<file path="config.mk">
export PLATFORM = sky130hd
export DESIGN_NAME = vertical_line_scale_mapper_top
export DESIGN_NICKNAME = d
export VERILOG_FILES = /design/src/sv/vlsm_pkg.sv /design/src/sv/vertical_line_scale_mapper_top.sv
export SDC_FILE = /design/constraint.sdc
export NUM_CORES = 2
export LEC_CHECK = 0
export BUFFER_PORTS_ARGS = -buffer_cell sky130_fd_sc_hd__buf_4
export CAP_MARGIN = 10
export CORE_ASPECT_RATIO = 1.1
export CORE_MARGIN = 4
export CORE_UTILIZATION = 45
export DETAILED_ROUTE_END_ITERATION = 7
export SKIP_CTS_REPAIR_TIMING = 1
export SYNTH_ARGS = -nofsm -noshare
export SYNTH_HDL_FRONTEND = slang
export SYNTH_SLANG_ARGS = --single-unit
</file>
<file path="constraint.sdc">
create_clock -name clk -period 18.12 [get_ports clk]
set_input_delay 1.812 -clock clk [delete_from_list [all_inputs] [get_ports clk]]
set_output_delay 1.812 -clock clk [all_outputs]
set_load 0.01 [all_outputs]
</file>
<file path="src/sv/vlsm_pkg.sv">
// vlsm_pkg: constants and types for the vertical line scale mapper
// no dependencies; imported by vertical_line_scale_mapper_top and its testbench
`default_nettype none

package vlsm_pkg;

  localparam int DST_LINES      = 135;
  localparam int SRC_LINES      = 256;
  localparam int MAX_RESULTS    = 64;
  localparam int DEFAULT_HEIGHT = 224;
  localparam int MIN_HEIGHT     = 8;

  localparam int HEIGHT_W = 9;   // source_height register
  localparam int LINE_W   = 8;   // display / source line numbers
  localparam int CNT_W    = $clog2(MAX_RESULTS);
  localparam int NUM_W    = 17;  // (2*d+1)*h
  localparam int HALF_W   = NUM_W - 1;

  // floor(x / DST_LINES) as (x * RECIP) >> RECIP_SHIFT, exact for x < 2**HALF_W
  localparam int RECIP_SHIFT = HALF_W + 8;
  localparam int RECIP_W     = 17;
  localparam int RECIP       = (2 ** RECIP_SHIFT + DST_LINES - 1) / DST_LINES;
  localparam int PROD_W      = HALF_W + RECIP_W;

  typedef enum logic [1:0] {
    REG_SOURCE_HEIGHT = 2'd0,
    REG_INTERLACE_ON  = 2'd1,
    REG_FIELD_SELECT  = 2'd2,
    REG_HALF_SKIP_ON  = 2'd3
  } reg_index_t;

  typedef enum logic {
    FUNC_REBUILD = 1'b0,
    FUNC_LINE    = 1'b1
  } func_t;

  typedef enum logic [4:0] {
    S_IDLE  = 5'b00001,
    S_WALK  = 5'b00010,
    S_DRAIN = 5'b00100,
    S_LOOK  = 5'b01000,
    S_EMIT  = 5'b10000
  } state_t;

endpackage

`default_nettype wire

</file>
<file path="src/sv/vertical_line_scale_mapper_top.sv">
// vertical line scale mapper: nearest-neighbor map from display lines to source lines
// depends on vlsm_pkg; {first, last} display line per source line in one map memory
// rebuild request: walks display lines from parity by map_step, one line per cycle
// line request: map read registered on accept, then S_LOOK and S_EMIT; up to 64 results,
//   one per cycle unless stalled; next request is taken while the last result is held
// synchronous reset clears control and all source valid bits
`default_nettype none

module vertical_line_scale_mapper_top (
  input  wire logic                        clk,
  input  wire logic                        rst,
  input  wire logic                        s_tvalid,
  output logic                             s_tready,
  input  wire logic [7:0]                  s_tdata,   // [7:0] src_line
  input  wire logic [0:0]                  s_tuser,   // [0] func
  output logic                             m_tvalid,
  input  wire logic                        m_tready,
  output logic [7:0]                       m_tdata,   // [7:0] dst_line
  output logic [0:0]                       m_tuser,   // [0] present
  output logic                             m_tlast,
  input  wire logic                        cfg_we,
  input  wire logic [1:0]                  cfg_index,
  input  wire logic [vlsm_pkg::HEIGHT_W-1:0] cfg_data
);
  import vlsm_pkg::*;

  // configuration
  logic [HEIGHT_W-1:0] source_height;
  logic                interlace_on;
  logic                field_select;
  logic                half_skip_on;

  // control
  state_t              state;
  logic [1:0]          map_step;
  logic [HEIGHT_W-1:0] h_act;
  logic                parity;
  logic                snap_on;
  logic [SRC_LINES-1:0] src_valid;

  // walk
  logic [LINE_W-1:0]   d_walk;
  logic [NUM_W-1:0]    num_walk;
  logic [NUM_W-1:0]    num_inc;
  logic                st1_valid;
  logic [LINE_W-1:0]   st1_d;
  logic [PROD_W-1:0]   st1_prod;
  logic                run_any;
  logic [LINE_W-1:0]   run_src;
  logic [LINE_W-1:0]   run_first;

  // lookup / emit
  logic                hit;
  logic                miss;
  logic [LINE_W-1:0]   cur_d;
  logic [LINE_W-1:0]   last_d;
  logic [CNT_W-1:0]    count;

  // map memory
  logic [2*LINE_W-1:0] map_mem [SRC_LINES];
  logic [2*LINE_W-1:0] rd_data;

  logic                accept;
  logic                out_free;
  logic                emit;
  logic                fin;
  logic [HEIGHT_W-1:0] h_cfg;
  logic                par_cfg;
  logic [LINE_W:0]     d_adv;
  logic [HEIGHT_W-1:0] s_raw;
  logic [HEIGHT_W-1:0] s_clip;
  logic [HEIGHT_W-1:0] s_snap;
  logic [LINE_W-1:0]   wr_addr;
  logic [LINE_W-1:0]   wr_first;

  assign accept   = s_tvalid && s_tready;
  assign s_tready = (state == S_IDLE);
  assign out_free = !m_tvalid || m_tready;
  assign emit     = (state == S_EMIT) && out_free;
  assign fin      = miss || (cur_d == last_d) ||
                    (count == CNT_W'(MAX_RESULTS - 1));

  // active height: 0 means default, then saturate to the legal range
  always_comb begin
    h_cfg = source_height;
    if (h_cfg == '0) h_cfg = HEIGHT_W'(DEFAULT_HEIGHT);
    if (h_cfg < HEIGHT_W'(MIN_HEIGHT)) h_cfg = HEIGHT_W'(MIN_HEIGHT);
    if (h_cfg > HEIGHT_W'(SRC_LINES)) h_cfg = HEIGHT_W'(SRC_LINES);
  end

  assign par_cfg = interlace_on & field_select;
  assign d_adv   = {1'b0, d_walk} + {{(LINE_W-1){1'b0}}, map_step};
  assign num_inc = (map_step == 2'd2) ? {{(NUM_W-HEIGHT_W-2){1'b0}}, h_act, 2'b00}
                                      : {{(NUM_W-HEIGHT_W-1){1'b0}}, h_act, 1'b0};

  // stage 2: clamp and snap the source line, then record the run
  always_comb begin
    s_raw  = st1_prod[PROD_W-1:RECIP_SHIFT];
    s_clip = (s_raw >= h_act) ? (h_act - 1'b1) : s_raw;
    s_snap = s_clip;
    if (snap_on && (s_clip[0] != parity)) begin
      if ((s_clip + 1'b1) < h_act) s_snap = s_clip + 1'b1;
      else if (s_clip != '0)       s_snap = s_clip - 1'b1;
    end
    wr_addr  = s_snap[LINE_W-1:0];
    wr_first = (run_any && (run_src == wr_addr)) ? run_first : st1_d;
  end

  always_ff @(posedge clk) begin
    if (rst) begin
      source_height <= HEIGHT_W'(DEFAULT_HEIGHT);
      interlace_on  <= 1'b0;
      field_select  <= 1'b0;
      half_skip_on  <= 1'b1;
    end else if (cfg_we) begin
      case (cfg_index)
        REG_SOURCE_HEIGHT: source_height <= cfg_data;
        REG_INTERLACE_ON:  interlace_on  <= cfg_data[0];
        REG_FIELD_SELECT:  field_select  <= cfg_data[0];
        REG_HALF_SKIP_ON:  half_skip_on  <= cfg_data[0];
        default: ;
      endcase
    end
  end

  // map memory: written by the walk, read by line requests
  always_ff @(posedge clk) begin
    if (st1_valid) begin
      map_mem[wr_addr] <= {wr_first, st1_d};
    end
    if (accept) begin
      rd_data <= map_mem[s_tdata];
    end
  end

  always_ff @(posedge clk) begin
    if (rst) begin
      state     <= S_IDLE;
      map_step  <= 2'd1;
      src_valid <= '0;
      st1_valid <= 1'b0;
      run_any   <= 1'b0;
      m_tvalid  <= 1'b0;
    end else begin
      if (m_tready && !emit) m_tvalid <= 1'b0;

      if (st1_valid) begin
        src_valid[wr_addr] <= 1'b1;
        run_any            <= 1'b1;
        run_src            <= wr_addr;
        run_first          <= wr_first;
      end

      case (state)
        S_IDLE: begin
          if (accept) begin
            if (s_tuser[0] == FUNC_REBUILD) begin
              src_valid <= '0;
              run_any   <= 1'b0;
              map_step  <= interlace_on ? 2'd2 : 2'd1;
              h_act     <= h_cfg;
              parity    <= par_cfg;
              snap_on   <= half_skip_on;
              d_walk    <= {{(LINE_W-1){1'b0}}, par_cfg};
              num_walk  <= {{(NUM_W-HEIGHT_W){1'b0}}, h_cfg} +
                           (par_cfg ? {{(NUM_W-HEIGHT_W-1){1'b0}}, h_cfg, 1'b0} : '0);
              state     <= S_WALK;
            end else begin
              hit   <= src_valid[s_tdata];
              state <= S_LOOK;
            end
          end
        end
        S_WALK: begin
          st1_valid <= 1'b1;
          st1_d     <= d_walk;
          st1_prod  <= PROD_W'(num_walk[NUM_W-1:1] * RECIP_W'(RECIP));
          d_walk    <= d_adv[LINE_W-1:0];
          num_walk  <= num_walk + num_inc;
          if (d_adv >= (LINE_W+1)'(DST_LINES)) state <= S_DRAIN;
        end
        S_DRAIN: begin
          st1_valid <= 1'b0;
          state     <= S_IDLE;
        end
        S_LOOK: begin
          miss   <= !hit;
          cur_d  <= rd_data[2*LINE_W-1:LINE_W];
          last_d <= rd_data[LINE_W-1:0];
          count  <= '0;
          state  <= S_EMIT;
        end
        S_EMIT: begin
          if (out_free) begin
            m_tvalid   <= 1'b1;
            m_tdata    <= miss ? '0 : cur_d;
            m_tuser[0] <= !miss;
            m_tlast    <= fin;
            cur_d      <= cur_d + {{(LINE_W-2){1'b0}}, map_step};
            count      <= count + 1'b1;
            if (fin) state <= S_IDLE;
          end
        end
        default: state <= S_IDLE;
      endcase
    end
  end

  a_walk_only: assert property (@(posedge clk) disable iff (rst)
    st1_valid |-> (state == S_WALK || state == S_DRAIN))
    else $error("walk pipeline active outside rebuild");

  a_miss_is_last: assert property (@(posedge clk) disable iff (rst)
    (m_tvalid && !m_tuser[0]) |-> m_tlast)
    else $error("unneeded-line result not marked last");

  a_run_order: assert property (@(posedge clk) disable iff (rst)
    (state == S_EMIT && !miss) |-> (cur_d <= last_d))
    else $error("display line walked past end of run");

  a_rebuild_clears: assert property (@(posedge clk) disable iff (rst)
    (accept && s_tuser[0] == FUNC_REBUILD) |=> (src_valid == '0))
    else $error("rebuild did not clear source valid bits");

endmodule

`default_nettype wire

</file>
* Word-level counts from Yosys, hierarchy flattened *
Memory sizes are Yosys's and may differ from the RTL's. A register that Yosys moved wholly into a read port is not among the register bits.
Cells that the tools add are included.

storage, ports and cells
  bits in registers = 403
  input bits = 25
  logic and storage cells = 145
  output and inout port bits = 12
  memories = 1
  memory bits (writable) = 4096

memories
  name     words  width  rd ports  clocked after Yosys merged registers in  write ports  line                                  source
  map_mem  256    16     1         1                                        1            vertical_line_scale_mapper_top.sv:60  logic [2*LINE_W-1:0] map_mem [SRC_LINES];

cells by class
  bitwise logic cells = 4
  multipliers = 1
  magnitude comparators = 8
  reductions and logical operators = 33
  multiplexer cells = 45
  eq/ne operators = 18
  add/subtract/negate cells = 8

operators with widths
  operator                                                            count
  two-way mux 256 bit                                                 4
  OR 256 bit                                                          1
  two-way mux 8 bit                                                   7
  two-way mux 9 bit                                                   4
  two-way mux 17 bit                                                  2
  one-hot mux 17 bit (2 select lines)                                 1
  one-hot mux 8 bit (2 select lines)                                  2
  multiplier 16 x 15 -> 31 bit (second input constant)                1
  two-way mux 5 bit                                                   4
  one-hot mux 5 bit (4 select lines)                                  1
  less-than comparator 8 x 9 -> 1 bit (second input constant)         2
  adder 17 x 11 -> 17 bit                                             1
  equality test 8 bit                                                 2
  AND reduction 4 bit                                                 4
  AND reduction 2 bit                                                 7
  one-hot mux 6 bit (2 select lines)                                  1
  adder 9 x 10 -> 11 bit                                              1
  two-way mux 1 bit                                                   11
  two-way mux 11 bit                                                  1
  two-way mux 10 bit                                                  1
  adder 8 x 2 -> 9 bit                                                1
  adder 9 x 1 -> 9 bit (second input constant)                        1
  greater-or-equal comparator 9 x 8 -> 1 bit (second input constant)  1
  greater-or-equal comparator 9 bit                                   1
  35 further kinds                                                    55

* Logic depth before layout (Yosys ltp) *
  depth in word-level cells = 15
  mapped depth = 35
  mapped depth without buffers = 27

* Worst setup path after synthesis *
OpenSTA, ideal clock, no wires.

  path type = flip-flop to flip-flop
  from = register h_act[5]
  to = memory map_mem[0][10] in the netlist's numbering (data pin)
  cell stages (with the launch flop) = 30
  arrival time = 7940 ps
  library setup time = 557 ps
  clock period less this slack = 8497 ps
  data required time = 17563 ps
  setup slack = 9623 ps
  buffers on the path = 5
  cell sequence = edfxtp_1 clkbuf_1 inv_1 ha_1 and3_1 buf_2 a41oi_2 nand4_1 buf_2 nand2_1 buf_2 nor2_1 a21oi_1 inv_1 ha_1 a21boi_0 or2_2 ha_1 and4_1 nand3_1 a41oi_1 a21oi_1 or2_2 clkbuf_1 o31ai_1 a21boi_0 o211ai_1 o2111ai_1 nor3_4 mux2_2

between the ends
  word-level cells in the longest chain between the ends = 9
  elaborated cells on any way between the ends = 15
  those cells by class = add/sub (3); order compare (2); eq/ne (2); mux (5); reduce/logical (3)

RTL lines
  item                                                                            line                                                                          source
  start, declared                                                                 vertical_line_scale_mapper_top.sv:36                                          logic [HEIGHT_W-1:0] h_act;
  start signal, assigned                                                          vertical_line_scale_mapper_top.sv:161                                         h_act <= h_cfg;
  subtractor 9 x 1 -> 9 bit or greater-or-equal comparator 9 bit (tied branches)  vertical_line_scale_mapper_top.sv:99                                          s_clip = (s_raw >= h_act) ? (h_act - 1'b1) : s_raw;
  two-way mux 9 bit                                                               vertical_line_scale_mapper_top.sv:99
  adder 9 x 1 -> 9 bit (tied with other cells)                                    vertical_line_scale_mapper_top.sv:102                                         if ((s_clip + 1'b1) < h_act) s_snap = s_clip + 1'b1;
  less-than comparator 9 bit or two-way mux 8 bit (tied branches)                 vertical_line_scale_mapper_top.sv:102, vertical_line_scale_mapper_top.sv:103
  two-way mux 8 bit                                                               vertical_line_scale_mapper_top.sv:102
  two-way mux 8 bit *                                                             vertical_line_scale_mapper_top.sv:101                                         if (snap_on && (s_clip[0] != parity)) begin
  equality test 8 bit *                                                           vertical_line_scale_mapper_top.sv:106                                         wr_first = (run_any && (run_src == wr_addr)) ? run_first : st1_d;
  logical AND 1 bit *                                                             vertical_line_scale_mapper_top.sv:106
  two-way mux 8 bit *                                                             vertical_line_scale_mapper_top.sv:106
  named net wr_first[2]                                                           vertical_line_scale_mapper_top.sv:74                                          logic [LINE_W-1:0] wr_first;
  end, declared                                                                   vertical_line_scale_mapper_top.sv:60

The timed path passes the listed nets; every way through them passes the cells marked *.

* Final worst setup path *
  from = register h_act[3]
  to = memory map_mem[238][9] in the netlist's numbering (data pin)

Same word-level chain as after synthesis.

==> impl_metrics.env <==
export IMPL_cts_max_path_buffers=4
export IMPL_drt_iter0_markers=9551
export IMPL_yosysWarningCount=0
export IMPL_worstSetupPathType="reg -> reg"
export IMPL_path_buf_inv=4
export IMPL_totalWireLength_um=447000
export IMPL_ys_dominant_reg_cell="sky130_fd_sc_hd__edfxtp_1"
export IMPL_min_to="last_d[5]"
export IMPL_die_area_sq_um=408000
export IMPL_cap_viol_max_count=0
export IMPL_grt_max_degree=181
export IMPL_setup_worst_path_start_class="flop"
export IMPL_drc_violation_count_after_routing=0
export IMPL_leakage_component_of_the_power_nw=63.2
export IMPL_number_of_antenna_violations_at_the_first_check_in_global_routing=39
export IMPL_final_critical_path_setup_slack_ps=7450
export IMPL_pin_count=37
export IMPL_global_route_wire_length_before_repair_um=643000
export IMPL_power_per_cell_area_nw_per_um2=111
export IMPL_setup_worst_path_end_class="flop"
export IMPL_postSynthAreaPerCell_sq_um=22.2
export IMPL_global_route_usage_total_pct=21.8
export IMPL_critical_path_max_fanout=117
export IMPL_finalSetupViolCount=0
export IMPL_regToRegEndpoint="map_mem[238][9]"
export IMPL_synth_edff_count=4214
export IMPL_ff2ff_path_depth=27
export IMPL_timing_max_slew_rel_slack_pct=-6.90
export IMPL_synth_fp_nets=8339
export IMPL_vias_post_dr=83900
export IMPL_failed_checks="max-slew violations"
export IMPL_route_detailed_vias_per_inst=6.02
export IMPL_fmaxAchievable_ghz=0.0937
export IMPL_clk_insertion_delay_late_ps=990
export IMPL_synthDistinctLibCells=85
export IMPL_netlist_instances=8040
export IMPL_cp_arrival_ps=11280
export IMPL_wl_per_cell_um=32.1
export IMPL_die_w_um=609
export IMPL_core_area_sq_um=395000
export IMPL_fp_row_count=242
export IMPL_cts_tree="built"
export IMPL_most_common_layout_cells="4214 x sky130_fd_sc_hd__edfxtp_1, 1445 x sky130_fd_sc_hd__mux4_2, 443 x sky130_fd_sc_hd__clkbuf_16"
export IMPL_num_fill_cells=30900
export IMPL_final_common_cell="sky130_fd_sc_hd__edfxtp_1"
export IMPL_via_count_of_the_first_global_routing_pass=85300
export IMPL_worst_ir_drop_vdd_mv=0.0775
export IMPL_critical_path_max_stage_delay_ps=820
export IMPL_min_path_cells=0
export IMPL_clkTransAtPathRegs_ps=60
export IMPL_layout_drive_gt1_share_pct=30.2
export IMPL_dp_slack_ps=7510
export IMPL_worst_r2r_startpoint="h_act[3]"
export IMPL_report_final_hold_viol_count=0
export IMPL_finalMaxSlewViolations=52
export IMPL_dp_hpwl_um=278000
export IMPL_async_reset_ff_share_pct=0
export IMPL_cp_slowest_cell="sky130_fd_sc_hd__buf_4"
export IMPL_synth_seq_area_share_pct=73.9
export IMPL_min_delay_path_class="reg -> reg"
export IMPL_numClockSinks=4492
export IMPL_register_to_register_path_setup_slack_ps=7450
export IMPL_fin_worst_skew_ps=44.3
export IMPL_tritoncts_num_buffers=438
export IMPL_timing_setup_tns_ps=0
export IMPL_min_delay_start="rd_data[5]"
export IMPL_h_tree_depth=5
export IMPL_io_buffer_count=36
export IMPL_post_route_period_util_pct=58.9
export IMPL_die_h_um=669
export IMPL_period_minus_slack_ps=10670
export IMPL_worstPathRequired_ps=18730
export IMPL_clockRootBuffer="sky130_fd_sc_hd__clkbuf_16"
export IMPL_rsz_0062_raised_after_global_routing="no"
export IMPL_drt_pre_antenna_iters=5
export IMPL_grt_ovfl_total=0
export IMPL_timing_hold_ws_ps=421
export IMPL_synth_seq_cells=4492
export IMPL_max_slew_worst_pin_slew_ps=1600
export IMPL_route_antenna_remaining_nets=0
export IMPL_critPathTopFamily="simple AND/OR/NAND/NOR gates"
export IMPL_synthToLayoutAreaGrowth_pct=12.3
export IMPL_final_wtd_congestion=0.844
export IMPL_initial_core_util_pct=45.2
export IMPL_design_final_nets=8582
export IMPL_post_synth_instance_area_sq_um=179000
export IMPL_run_status="finished with violations"
==> logic make-up after synthesis <==
| kind of cell | count (synthesis) | synth area share, % |
|---|---|---|
| flops | 4492 | 73.9 |
| mux | 1478 | 18.4 |
| simple gates | 629 | 1.75 |
| buf+inv | 619 | 1.36 |
| compound gates | 477 | 1.92 |
| fa+ha+maj | 274 | 2.35 |
| xor+xnor | 71 | 0.352 |
==> power breakdown <==
part           total [mW]  switching [mW]  internal [mW]
logic                1.85            1.09          0.762
registers            11.3          0.0235           11.2
clock network        9.11            3.87           5.25
total                22.2            4.98           17.3
==> per-stage QoR <==
stage | total power, mW | cell area (sq um) | cells | util (%)
3_5_place_dp | 13.4 | 186000 | 13100 | 47.1
5_1_grt | 23.0 | 201000 | 13900 | 50.8
6_report | 22.2 | 201000 | 13900 | 50.8
2_1_floorplan | 12.7 | 179000 | 8040 | -
4_1_cts | 22.4 | 201000 | 13900 | 50.8
3_3_place_gp | 13.4 | 186000 | 13100 | 47.1
==> how the worst max path moves through the flow <==
stage | end | slack [ps] | from | cells after the start
floorplan | map_mem[0][10] | 9620 | h_act[5] | 29
global placement | map_mem[238][9] | 7690 | h_act[3] | 27
detailed placement | map_mem[238][9] | 7510 | h_act[3] | 27
CTS | map_mem[238][9] | 7440 | h_act[3] | 27
global route | map_mem[238][9] | 6620 | h_act[5] | 27
finish | map_mem[238][9] | 7450 | h_act[3] | 27
==> routing by layer <==
layer | part of all wire (%) | vias up | global-route usage (%)
met5 | 0.023 | - | 0
met4 | 3.3 | 16 | 6.33
met3 | 7.1 | 602 | 3.42
met2 | 49 | 3059 | 35.7
met1 | 40 | 45900 | 30.8
li1 | - | 34300 | -
==> area by class of cell <==
class                   instances  area (sq um)  area share, %
diodes                         14          35.0         0.0174
multi-input cells            2929         45100           22.4
clock inverters               209          2170           1.08
well taps                    5246          6560           3.27
clock buffers                 621         12300           6.10
flip-flops and latches       4492        132000           65.8
inverters                     184           691          0.344
repair buffers                238          1980          0.987
==> flip-flops by register name (all words and copies together) (netlist names), 2 cells and up <==
name and cells:
st1_prod 9, st1_d 8, last_d 8, m_tdata 8, map_mem 4096, run_first 8, h_act 9, rd_data 16
d_walk 8, cur_d 8, count 6, src_valid 256, num_walk 16, run_src 8, map_step 2, state 5
source_height 9
==> synth_stat cells (7+ instances only) <==
cell | n | area share, %
sky130_fd_sc_hd__nand4_1 | 22 | 0.077
sky130_fd_sc_hd__a31oi_1 | 8 | 0.028
sky130_fd_sc_hd__nor3b_1 | 7 | 0.029
sky130_fd_sc_hd__nor2_1 | 285 | 0.60
sky130_fd_sc_hd__o21bai_1 | 12 | 0.050
sky130_fd_sc_hd__and3_1 | 16 | 0.056
sky130_fd_sc_hd__buf_1 | 97 | 0.20
sky130_fd_sc_hd__mux4_2 | 1445 | 18
sky130_fd_sc_hd__or2_2 | 9 | 0.031
sky130_fd_sc_hd__ha_1 | 170 | 1.2
sky130_fd_sc_hd__mux2_2 | 16 | 0.10
sky130_fd_sc_hd__nand2b_1 | 10 | 0.035
sky130_fd_sc_hd__and2_1 | 16 | 0.056
sky130_fd_sc_hd__nor2_2 | 12 | 0.042
sky130_fd_sc_hd__a21o_1 | 19 | 0.080
sky130_fd_sc_hd__o21ai_0 | 44 | 0.12
sky130_fd_sc_hd__fa_1 | 104 | 1.2
sky130_fd_sc_hd__xnor2_1 | 54 | 0.26
sky130_fd_sc_hd__xor2_1 | 16 | 0.078
sky130_fd_sc_hd__nor2b_1 | 17 | 0.059
sky130_fd_sc_hd__edfxtp_1 | 4214 | 71
sky130_fd_sc_hd__or3_1 | 10 | 0.035
sky130_fd_sc_hd__nor3_1 | 47 | 0.13
sky130_fd_sc_hd__nand2_1 | 72 | 0.15
sky130_fd_sc_hd__nand3_1 | 44 | 0.12
sky130_fd_sc_hd__o211ai_1 | 10 | 0.042
sky130_fd_sc_hd__nor2_4 | 20 | 0.13
sky130_fd_sc_hd__o21a_1 | 256 | 1.1
sky130_fd_sc_hd__nor4_1 | 11 | 0.038
sky130_fd_sc_hd__and4_1 | 7 | 0.034
sky130_fd_sc_hd__mux2i_1 | 17 | 0.095
sky130_fd_sc_hd__buf_2 | 34 | 0.095
sky130_fd_sc_hd__clkbuf_1 | 294 | 0.62
sky130_fd_sc_hd__inv_1 | 181 | 0.38
sky130_fd_sc_hd__dfxtp_1 | 278 | 3.1
sky130_fd_sc_hd__a21oi_1 | 56 | 0.16
Note: power is estimated with default switching activity, not from simulation.
